`config.mk`:
```
export PLATFORM = sky130hd
export DESIGN_NAME = ragmt_walker
export DESIGN_NICKNAME = d
export VERILOG_FILES = /design/src/rtl/assert_macros.svh /design/src/rtl/ragmt_pkg.sv /design/src/rtl/ragmt_walker.sv
export SDC_FILE = /design/constraint.sdc
export NUM_CORES = 2
export LEC_CHECK = 0
export ABC_AREA = 1
export BUFFER_PORTS_ARGS = -buffer_cell sky130_fd_sc_hd__buf_2
export CORE_ASPECT_RATIO = 1.5
export CORE_UTILIZATION = 47
export CTS_CLUSTER_DIAMETER = 200
export DETAILED_ROUTE_END_ITERATION = 7
export PLACE_DENSITY = 0.67
export SLEW_MARGIN = 20
export SYNTH_ARGS = -nofsm -noshare
export SYNTH_HDL_FRONTEND = slang
export SYNTH_SLANG_ARGS = --single-unit
```
`constraint.sdc`:
```
create_clock -name aclk -period 6.32 [get_ports aclk]
set_input_delay 0.632 -clock aclk [delete_from_list [all_inputs] [get_ports aclk]]
set_output_delay 0.632 -clock aclk [all_outputs]
set_load 0.03 [all_outputs]
```
`src/rtl/assert_macros.svh`:
```
// Assertion macros used by the top-level RTL file.
`ifndef ASSERT_MACROS_SVH
`define ASSERT_MACROS_SVH
`ifndef SYNTHESIS
`define ASSERT_IMP(lbl, clk, rstn, ante, cons) \
    lbl: assert property (@(posedge clk) disable iff (!rstn) (ante) |-> (cons)) \
        else $error("assertion failed");
`define ASSERT_NEXT(lbl, clk, rstn, ante, cons) \
    lbl: assert property (@(posedge clk) disable iff (!rstn) (ante) |=> (cons)) \
        else $error("assertion failed");
`else
`define ASSERT_IMP(lbl, clk, rstn, ante, cons)
`define ASSERT_NEXT(lbl, clk, rstn, ante, cons)
`endif
`endif

```
`src/rtl/ragmt_pkg.sv`:
```
// Shared constants and types of the range add / global max tree.
package ragmt_pkg;
    localparam int LEAVES_DEF     = 1024;
    localparam int VALUE_BITS_DEF = 48;
    localparam int CFG_BITS       = 11;
    localparam int IDX_BITS       = 10;
    localparam int DELTA_BITS     = 32;
    localparam logic [CFG_BITS-1:0] CFG_RESET = 11'd1024;

    typedef enum logic {
        KIND_CLEAR = 1'b0,
        KIND_ADD   = 1'b1
    } kind_t;

    typedef enum logic {
        PH_LEFT  = 1'b0,
        PH_RIGHT = 1'b1
    } phase_t;

    typedef struct packed {
        logic start;
        logic clear;
        logic range_ok;
        logic delta_sat;
    } walk_cmd_t;

    typedef struct packed {
        logic idle;
        logic done;
        logic sat;
    } walk_stat_t;
endpackage

```
`src/rtl/ragmt_walker.sv`:
```
// Tree walker: clearing sweep and depth-first lazy range add over the node memory.
module ragmt_walker #(
    parameter int LEAVES     = ragmt_pkg::LEAVES_DEF,
    parameter int VALUE_BITS = ragmt_pkg::VALUE_BITS_DEF,
    localparam int DEPTH  = 4 * LEAVES,
    localparam int NODE_W = $clog2(DEPTH),
    localparam int LEAF_W = $clog2(LEAVES),
    localparam int V      = VALUE_BITS
) (
    input  logic                          aclk,
    input  logic                          aresetn,
    input  ragmt_pkg::walk_cmd_t          cmd,
    input  logic                          take,
    input  logic [LEAF_W-1:0]             top_hi,
    input  logic [ragmt_pkg::IDX_BITS-1:0] left_idx,
    input  logic [ragmt_pkg::IDX_BITS-1:0] right_idx,
    input  logic signed [V-1:0]           delta_v,
    output ragmt_pkg::walk_stat_t         stat,
    output logic signed [V-1:0]           root_max,
    output logic                          ram_we,
    output logic [NODE_W-1:0]             ram_waddr,
    output logic [2*V-1:0]                ram_wdata,
    output logic                          ram_re,
    output logic [NODE_W-1:0]             ram_raddr,
    input  logic [2*V-1:0]                ram_rdata
);
    localparam int CW    = (LEAF_W > ragmt_pkg::IDX_BITS) ? LEAF_W : ragmt_pkg::IDX_BITS;
    localparam int STK_D = 2 ** $clog2(LEAF_W + 1);
    localparam int IX_W  = $clog2(STK_D);

    typedef enum logic [13:0] {
        ST_CLEAR   = 14'b00000000000001,
        ST_IDLE    = 14'b00000000000010,
        ST_VISIT   = 14'b00000000000100,
        ST_EVAL    = 14'b00000000001000,
        ST_PD_A    = 14'b00000000010000,
        ST_PD_B    = 14'b00000000100000,
        ST_PD_Z    = 14'b00000001000000,
        ST_DESCEND = 14'b00000010000000,
        ST_RET     = 14'b00000100000000,
        ST_MX_A    = 14'b00001000000000,
        ST_MX_B    = 14'b00010000000000,
        ST_ROOT    = 14'b00100000000000,
        ST_ROOT_W  = 14'b01000000000000,
        ST_DONE    = 14'b10000000000000
    } state_t;

    state_t state_reg, state_next;
    logic [NODE_W-1:0] node_reg, node_next;
    logic [LEAF_W-1:0] lo_reg, lo_next, hi_reg, hi_next;
    logic signed [V-1:0] pend_reg, pend_next, nmax_reg, nmax_next, amax_reg, amax_next;
    logic signed [V-1:0] root_reg, root_next;
    logic sat_reg, sat_next, item_reg, item_next;
    logic [NODE_W-1:0] clr_reg, clr_next;
    logic [IX_W:0] sp_reg, sp_next;

    logic [NODE_W-1:0]   stk_node [STK_D];
    logic [LEAF_W-1:0]   stk_lo   [STK_D];
    logic [LEAF_W-1:0]   stk_hi   [STK_D];
    ragmt_pkg::phase_t   stk_ph   [STK_D];

    logic push_en, set_right;
    ragmt_pkg::phase_t push_ph;
    logic [IX_W-1:0] tos;
    logic [NODE_W-1:0] fnode, child_a, child_b;
    logic [LEAF_W-1:0] flo, fhi, mid, fmid;
    logic signed [V-1:0] rmax, rpend;
    logic [2*V:0] app;
    logic covered;

    // Saturating add: {flag, sum}.
    function automatic logic [V:0] sat_add(input logic signed [V-1:0] a,
                                           input logic signed [V-1:0] b);
        logic [V:0] s;
        logic [V:0] res;
        s = {a[V-1], a} + {b[V-1], b};
        if (s[V] != s[V-1]) begin
            res = {1'b1, s[V], {(V-1){~s[V]}}};
        end else begin
            res = {1'b0, s[V-1:0]};
        end
        return res;
    endfunction

    // Add to a node entry {max, pending}: {flag, entry}.
    function automatic logic [2*V:0] apply_add(input logic [2*V-1:0] e,
                                               input logic signed [V-1:0] d);
        logic [V:0] m;
        logic [V:0] p;
        m = sat_add(e[2*V-1:V], d);
        p = sat_add(e[V-1:0], d);
        return {m[V] | p[V], m[V-1:0], p[V-1:0]};
    endfunction

    assign rmax    = ram_rdata[2*V-1:V];
    assign rpend   = ram_rdata[V-1:0];
    assign child_a = {node_reg[NODE_W-2:0], 1'b0};
    assign child_b = {node_reg[NODE_W-2:0], 1'b1};
    assign mid     = LEAF_W'(({1'b0, lo_reg} + {1'b0, hi_reg}) >> 1);
    assign tos     = sp_reg[IX_W-1:0] - 1'b1;
    assign fnode   = stk_node[tos];
    assign flo     = stk_lo[tos];
    assign fhi     = stk_hi[tos];
    assign fmid    = LEAF_W'(({1'b0, flo} + {1'b0, fhi}) >> 1);
    assign covered = (CW'(left_idx) <= CW'(lo_reg)) && (CW'(hi_reg) <= CW'(right_idx));

    always_comb begin
        state_next = state_reg;
        node_next  = node_reg;
        lo_next    = lo_reg;
        hi_next    = hi_reg;
        pend_next  = pend_reg;
        nmax_next  = nmax_reg;
        amax_next  = amax_reg;
        root_next  = root_reg;
        sat_next   = sat_reg;
        item_next  = item_reg;
        clr_next   = clr_reg;
        sp_next    = sp_reg;
        push_en    = 1'b0;
        push_ph    = ragmt_pkg::PH_LEFT;
        set_right  = 1'b0;
        ram_we     = 1'b0;
        ram_waddr  = node_reg;
        ram_wdata  = '0;
        ram_re     = 1'b0;
        ram_raddr  = node_reg;
        app        = apply_add(ram_rdata, delta_v);
        case (state_reg)
            ST_CLEAR: begin
                ram_we    = 1'b1;
                ram_waddr = clr_reg;
                clr_next  = clr_reg + 1'b1;
                if (clr_reg == '1) begin
                    state_next = item_reg ? ST_ROOT : ST_IDLE;
                end
            end
            ST_IDLE: begin
                if (cmd.start) begin
                    item_next = 1'b1;
                    sat_next  = cmd.delta_sat;
                    node_next = NODE_W'(1);
                    lo_next   = '0;
                    hi_next   = top_hi;
                    sp_next   = '0;
                    if (cmd.clear) begin
                        state_next = ST_CLEAR;
                    end else if (cmd.range_ok) begin
                        state_next = ST_VISIT;
                    end else begin
                        state_next = ST_ROOT;
                    end
                end
            end
            ST_VISIT: begin
                ram_re     = 1'b1;
                state_next = ST_EVAL;
            end
            ST_EVAL: begin
                if (covered) begin
                    ram_we     = 1'b1;
                    ram_wdata  = app[2*V-1:0];
                    sat_next   = sat_reg | app[2*V];
                    state_next = ST_RET;
                end else if (node_reg[NODE_W-1]) begin
                    state_next = ST_RET;
                end else begin
                    nmax_next = rmax;
                    pend_next = rpend;
                    if (rpend != '0) begin
                        ram_re     = 1'b1;
                        ram_raddr  = child_a;
                        state_next = ST_PD_A;
                    end else begin
                        state_next = ST_DESCEND;
                    end
                end
            end
            ST_PD_A: begin
                // Push the pending add into the left child, fetch the right one.
                app        = apply_add(ram_rdata, pend_reg);
                ram_we     = 1'b1;
                ram_waddr  = child_a;
                ram_wdata  = app[2*V-1:0];
                sat_next   = sat_reg | app[2*V];
                ram_re     = 1'b1;
                ram_raddr  = child_b;
                state_next = ST_PD_B;
            end
            ST_PD_B: begin
                app        = apply_add(ram_rdata, pend_reg);
                ram_we     = 1'b1;
                ram_waddr  = child_b;
                ram_wdata  = app[2*V-1:0];
                sat_next   = sat_reg | app[2*V];
                state_next = ST_PD_Z;
            end
            ST_PD_Z: begin
                ram_we     = 1'b1;
                ram_wdata  = {nmax_reg, {V{1'b0}}};
                state_next = ST_DESCEND;
            end
            ST_DESCEND: begin
                push_en = 1'b1;
                sp_next = sp_reg + 1'b1;
                if (CW'(left_idx) <= CW'(mid)) begin
                    push_ph   = ragmt_pkg::PH_LEFT;
                    node_next = child_a;
                    hi_next   = mid;
                end else begin
                    push_ph   = ragmt_pkg::PH_RIGHT;
                    node_next = child_b;
                    lo_next   = mid + 1'b1;
                end
                state_next = ST_VISIT;
            end
            ST_RET: begin
                if (sp_reg == '0) begin
                    state_next = ST_ROOT;
                end else if (stk_ph[tos] == ragmt_pkg::PH_LEFT &&
                             CW'(right_idx) > CW'(fmid)) begin
                    set_right  = 1'b1;
                    node_next  = {fnode[NODE_W-2:0], 1'b1};
                    lo_next    = fmid + 1'b1;
                    hi_next    = fhi;
                    state_next = ST_VISIT;
                end else begin
                    sp_next    = sp_reg - 1'b1;
                    node_next  = fnode;
                    ram_re     = 1'b1;
                    ram_raddr  = {fnode[NODE_W-2:0], 1'b0};
                    state_next = ST_MX_A;
                end
            end
            ST_MX_A: begin
                amax_next  = rmax;
                ram_re     = 1'b1;
                ram_raddr  = child_b;
                state_next = ST_MX_B;
            end
            ST_MX_B: begin
                // Pending of this node is zero here: it was pushed down on the way in.
                ram_we     = 1'b1;
                ram_wdata  = {(amax_reg > rmax) ? amax_reg : rmax, {V{1'b0}}};
                state_next = ST_RET;
            end
            ST_ROOT: begin
                ram_re     = 1'b1;
                ram_raddr  = NODE_W'(1);
                state_next = ST_ROOT_W;
            end
            ST_ROOT_W: begin
                root_next  = rmax;
                state_next = ST_DONE;
            end
            ST_DONE: begin
                if (take) begin
                    item_next  = 1'b0;
                    state_next = ST_IDLE;
                end
            end
            default: begin
                state_next = ST_CLEAR;
                clr_next   = '0;
            end
        endcase
    end

    always_ff @(posedge aclk) begin
        if (!aresetn) begin
            state_reg <= ST_CLEAR;
            clr_reg   <= '0;
            item_reg  <= 1'b0;
            sp_reg    <= '0;
            sat_reg   <= 1'b0;
        end else begin
            state_reg <= state_next;
            clr_reg   <= clr_next;
            item_reg  <= item_next;
            sp_reg    <= sp_next;
            sat_reg   <= sat_next;
        end
    end

    always_ff @(posedge aclk) begin
        node_reg <= node_next;
        lo_reg   <= lo_next;
        hi_reg   <= hi_next;
        pend_reg <= pend_next;
        nmax_reg <= nmax_next;
        amax_reg <= amax_next;
        root_reg <= root_next;
        if (push_en) begin
            stk_node[sp_reg[IX_W-1:0]] <= node_reg;
            stk_lo[sp_reg[IX_W-1:0]]   <= lo_reg;
            stk_hi[sp_reg[IX_W-1:0]]   <= hi_reg;
            stk_ph[sp_reg[IX_W-1:0]]   <= push_ph;
        end
        if (set_right) begin
            stk_ph[tos] <= ragmt_pkg::PH_RIGHT;
        end
    end

    assign stat.idle = (state_reg == ST_IDLE);
    assign stat.done = (state_reg == ST_DONE);
    assign stat.sat  = sat_reg;
    assign root_max  = root_reg;
endmodule

```
Word level (Yosys, flattened, before mapping)
Memories as Yosys holds them, arrays and structs flattened.
Cells that the tools add are included.

word-level totals
  bits in registers = 257
  memory bits (writable) = 528
  word-level logic and storage cells = 171
  memories kept = 4

cells by class
  add/sub/neg operators = 12
  order comparisons = 5
  eq/ne operators = 28
  mux-type cells = 77
  bitwise logic cells = 13
  reduce and logical (&&, ||, !) cells = 20

memory list
  name      words  width  read ports  clocked after Yosys merged registers in  write ports  line                RTL
  stk_node  16     12     1           0                                        1            ragmt_walker.sv:57  logic [NODE_W-1:0] stk_node [STK_D];
  stk_hi    16     10     1           0                                        1            ragmt_walker.sv:59  logic [LEAF_W-1:0] stk_hi [STK_D];
  stk_lo    16     10     1           0                                        1            ragmt_walker.sv:58  logic [LEAF_W-1:0] stk_lo [STK_D];
  stk_ph    16     1      1           0                                        1            ragmt_walker.sv:60  ragmt_pkg::phase_t stk_ph [STK_D];

operators with widths
  kind                                                             count
  96-bit case mux with 5 select lines                              1
  49-bit 2-to-1 mux                                                8
  48-bit by 48-bit adder with 49-bit output                        4
  14-bit case mux with 14 select lines                             1
  12-bit 2-to-1 mux                                                12
  96-bit 2-to-1 mux                                                1
  10-bit 2-to-1 mux                                                9
  12-bit case mux with 3 select lines                              2
  10-bit case mux with 3 select lines                              2
  48-bit > comparator                                              1
  48-bit 2-to-1 mux                                                1
  12-bit case mux with 4 select lines                              1
  48-bit nonzero test                                              1
  14-bit 2-to-1 mux                                                3
  10-bit <= comparator                                             3
  12-bit case mux with 2 select lines                              1
  1-bit 2-to-1 mux                                                 23
  10-bit by 10-bit adder with 11-bit output                        2
  10-bit by 1-bit adder with 10-bit output, second input constant  2
  9-bit 2-to-1 mux                                                 2
  2-bit != test, second input constant                             9
  5-bit 2-to-1 mux                                                 3
  5-bit case mux with 3 select lines                               1
  3-bit AND reduction                                              5
  other kinds (40)                                                 57

Depth between registers and ports, before layout
An unclocked memory read counts as a cell.

  depth after elaboration = 12
  depth in mapped cells = 42
  gate-level depth less buffers = 34

Worst setup path after synthesis
Ideal clock, no wire load.

  kind = flip-flop to output port
  start point = reg sp_reg[0]
  end point = out ram_raddr[10]
  arrival time = 6.266 ns
  setup slack = -0.578 ns
  cell stages (with the launch flop) = 38
  buffers on the path = 10
  path through = dfxtp_1 -> buf_4 -> inv_4 -> buf_2 -> buf_2 -> buf_2 -> buf_2 -> buf_2 -> ha_1 -> inv_2 -> buf_2 -> buf_2 -> clkbuf_1 -> nand3_1 -> a311o_1 -> o21ai_0 -> inv_1 -> ha_1 -> [... 2 more ...] -> nand2_1 -> a21oi_1 -> nor2_1 -> o21ai_0 -> nand2_1 -> nand2_1 -> nand2_1 -> ha_1 -> a21oi_1 -> nor2_1 -> a211oi_1 -> o21ai_0 -> nand3_2 -> inv_1 -> nor2_1 -> nand2_1 -> buf_2 -> o221ai_1

on the way
  longest elaborated chain between the ends = 8

ends and longest elaborated chain
  what                                         line                 RTL
  start, declared                              ragmt_walker.sv:55   logic [IX_W:0] sp_reg, sp_next;
  start signal, assigned                       ragmt_walker.sv:280  sp_reg <= sp_next;
  4-bit by 1-bit subtractor with 4-bit output  ragmt_walker.sv:100  assign tos = sp_reg[IX_W-1:0] - 1'b1;
  memory 16 x 10 bit (on tied branches)        -
  10-bit by 10-bit adder with 11-bit output    ragmt_walker.sv:104  assign fmid = LEAF_W'(({1'b0, flo} + {1'b0, fhi}) >> 1);
  10-bit > comparator                          ragmt_walker.sv:221  CW'(right_idx) > CW'(fmid)) begin
  1-bit logical AND                            ragmt_walker.sv:220  end else if (stk_ph[tos] == ragmt_pkg::PH_LEFT &&
  12-bit 2-to-1 mux                            ragmt_walker.sv:220
  12-bit 2-to-1 mux (*)                        ragmt_walker.sv:218  if (sp_reg == '0) begin
  12-bit case mux with 4 select lines (*)      ragmt_walker.sv:129  case (state_reg)
  end, declared                                ragmt_walker.sv:24   output logic [NODE_W-1:0] ram_raddr,

Every way passes the cells marked *; elsewhere a longest branch is shown, timed or not.

Worst setup path in the final report
  start point = reg sp_reg[0]
  end point = out ram_raddr[5]

Same word-level chain as after synthesis.

==> impl_metrics.ini <==
[clocking]
clockBufferDepth = 3
clock_latency_ps = 700
numCtsBuffers = 80
cts.sinks = 785
htree_levels = 3
path_clk_slew_ps = 70
cts_root_buffer = clkbuf_16
tritoncts = done

[timing]
whs_ps = 173
setup_violations = 0
hold_viol_final = 0
max_slew_margin = 0.146
timing.fmax_ghz = 0.164
setup_tns_ps = 0
finalCritPeriodShare = 0.964
slew_viol_final = 0
tightestPinTransition_ps = 1270
period_minus_slack_ps = 6100
skew_ps = 32.6
setup_slack_ps = 224

[drt]
drc = 0
viasPerCell = 5.96
wl_per_cell_um = 26.4
num_vias = 44800
drt_first_iter_violations = 4111
wl_um = 198000
dr.pass1.iters = 6
antenna_left = 0

[worst_setup_path]
cp_max_fo = 29
r2r-end = stk_ph[2]
worstReg2RegStart = sp_reg[0]
cp_slowest_stage_delay_ps = 400
r2r_cells = 25
slowest_stage = dfxtp_4
critPathLaunchType = flip-flop
reg2reg_slack_ps = 1020
required_ps = 5690
crit_top_cell = nand2_2
crit_arrival_ps = 5460
crit_path_end_kind = output port
crit_type = reg -> out

[final_layout]
finalNonFillerCells = 7513
nFillCells = 9699
seq_area_um2 = 23200
layout-drive-gt1-share = 0.127
final_area_um2 = 56300
multi_input_area_um2 = 23800
largest_reg_flops = 192
area_growth_pct = 13.6
nets = 6543
utilization = 0.540

[yosys]
yosysUniqueCellTypes = 78
synth_flop_cell = edfxtp_1
async_reset_ff_frac = 0
synth_edf_count = 752
syn_area_per_cell_um2 = 8.70
synth_seq_area_share = 0.469
syn_area_um2 = 49600
syn_nets = 6193
synthCells = 5697
synth-seq-cells = 785
yosysWarnings = 0

[place]
place_congestion = 1.05
dp_slack_ps = 206
dp.cells = 7351
place_hpwl_um = 149000
place_area_um2 = 53300
io_buffers = 353

[die]
die_area_um2 = 107000
row_count = 145
die-height_um = 400
die_w_um = 267
core-area_um2 = 104000
initial_utilization = 0.475
num_io_pins = 354

[worst_hold_path]
hold_end = pend_reg[44]
holdCritPathClass = in -> reg
hp-start = ram_rdata[44]
whs_path_depth = 1

[grt]
antenna_found_initial = 11
grt_overflow = 0
grt_pass1_wl_um = 281000
grtUsageTotal = 0.365
grt_pass1_vias = 44400
grt_start_max_net_pins = 115

[power]
p_leak_nw = 23.7
total_power_mw = 12.1
pwr_density_cell_nw_per_um2 = 215
ir_worst_vdd_mv = 0.186

[job]
max_cap_violations = 0

[run_status]
status = complete, no violations
==> final cells by class <==
cell class                      instances  share of cell area
Antenna cell                            5            0.000222
Clock buffer                           92              0.0364
Clock inverter                         55              0.0103
Inverter                              571              0.0387
Multi-Input combinational cell       4160               0.422
Sequential cell                       785               0.413
Tap cell                             1396              0.0310
Timing Repair Buffer                  449              0.0486
==> power breakdown <==
| part | switching (mW) | internal, mW |
|---|---|---|
| clock | 2.20 | 2.65 |
| combinational | 1.15 | 0.485 |
| sequential | 0.00229 | 5.63 |
| total | 3.35 | 8.77 |
==> Yosys cell counts (7+ instances only) <==
cell type | instances | share of area
nand2_1 | 1469 | 0.11
edfxtp_1 | 752 | 0.46
inv_1 | 535 | 0.041
a21oi_1 | 469 | 0.047
nor2_1 | 451 | 0.034
o21ai_0 | 321 | 0.032
ha_1 | 308 | 0.078
nand3_1 | 249 | 0.025
nand4_1 | 103 | 0.013
xor2_1 | 87 | 0.015
clkbuf_1 | 71 | 0.0054
xnor2_1 | 70 | 0.012
buf_2 | 68 | 0.0069
nor3_1 | 66 | 0.0067
a221oi_1 | 62 | 0.011
o221ai_1 | 52 | 0.0092
nand3b_1 | 49 | 0.0074
o21bai_1 | 36 | 0.0055
dfxtp_1 | 33 | 0.013
a22o_1 | 30 | 0.0053
inv_2 | 29 | 0.0022
a31oi_1 | 27 | 0.0034
nor4_1 | 27 | 0.0034
buf_1 | 23 | 0.0017
a21o_1 | 20 | 0.0030
a32o_1 | 20 | 0.0040
o211ai_1 | 20 | 0.0030
nand2_2 | 19 | 0.0024
o21a_1 | 15 | 0.0023
o21ai_1 | 14 | 0.0014
buf_4 | 13 | 0.0020
nor2_2 | 13 | 0.0016
o22ai_1 | 12 | 0.0015
nor2_4 | 11 | 0.0025
a211oi_1 | 10 | 0.0015
a21boi_0 | 10 | 0.0015
or2_2 | 9 | 0.0011
nor3_2 | 8 | 0.0016
buf_6 | 7 | 0.0016
fa_1 | 7 | 0.0028
==> layout by cell type, fill, tap and decap left out, types with 25 or more instances in the layout <==
cell	count
edfxtp_1	752
nand4_1	103
nor3_1	66
a22o_1	30
xnor2_1	70
xor2_1	87
o21bai_1	36
nand3_1	248
ha_1	302
inv_1	528
a31oi_1	27
a21oi_1	464
nand2_2	34
buf_2	343
a221oi_1	61
nor2_4	28
inv_2	34
nand3b_1	49
o221ai_1	48
nand2_1	1454
nor4_1	25
dfxtp_1	32
buf_4	79
o21ai_0	314
clkbuf_16	80
nor2_1	431
==> kinds of logic after synthesis <==
logic type / count (synthesis) / synth area share
buffers and inverters: 753 / 0.0611
flip-flops: 785 / 0.469
adder cells (fa/ha/maj): 315 / 0.0806
AND/OR/NAND/NOR: 2517 / 0.219
multiplexers: 1 / 0.000202
XOR/XNOR: 158 / 0.0281
AO/OA/AOI/OAI: 1168 / 0.142
==> how the worst max path moves through the flow <==
stage	depth (start not counted)	slack, ps	endpoint	startpoint
after floorplan	36	4	ram_raddr[11]	sp_reg[0]
after global placement	29	290	ram_raddr[8]	sp_reg[1]
after detailed placement	29	210	ram_raddr[5]	sp_reg[1]
after CTS	33	20	ram_raddr[5]	sp_reg[0]
after global routing	31	-20	ram_raddr[5]	sp_reg[0]
final	29	220	ram_raddr[5]	sp_reg[0]
==> what timing repair did <==
action / in CTS / in global routing
endpoints found under the setup margin: 13 / 13
buffers inserted: 2 / 7
gates cloned: 0 / 1
hold buffers: 0 / 0
pin swaps: 2 / 9
gates resized for setup: 32 / 55
==> metal layers <==
metal  up-vias  track usage  wire, µm  share of wire
li1      20600            -         -              -
met2      2182        0.643     98100           0.50
met3       710       0.0624     13900          0.070
met5         -            0        46        0.00023
met4         8        0.319     19700          0.099
met1     21300        0.371     66400           0.34
==> worst max-delay path, delay by kind of cell (launching register included) <==
kind,cells,cell delay (ps)
and+or+nand+nor,12,1360
DFF,1,400
adders and majority gates,3,860
buffers and inverters,4,600
AOI/OAI and AO/OA,10,1540
Note: power is estimated with default switching activity, not from simulation.
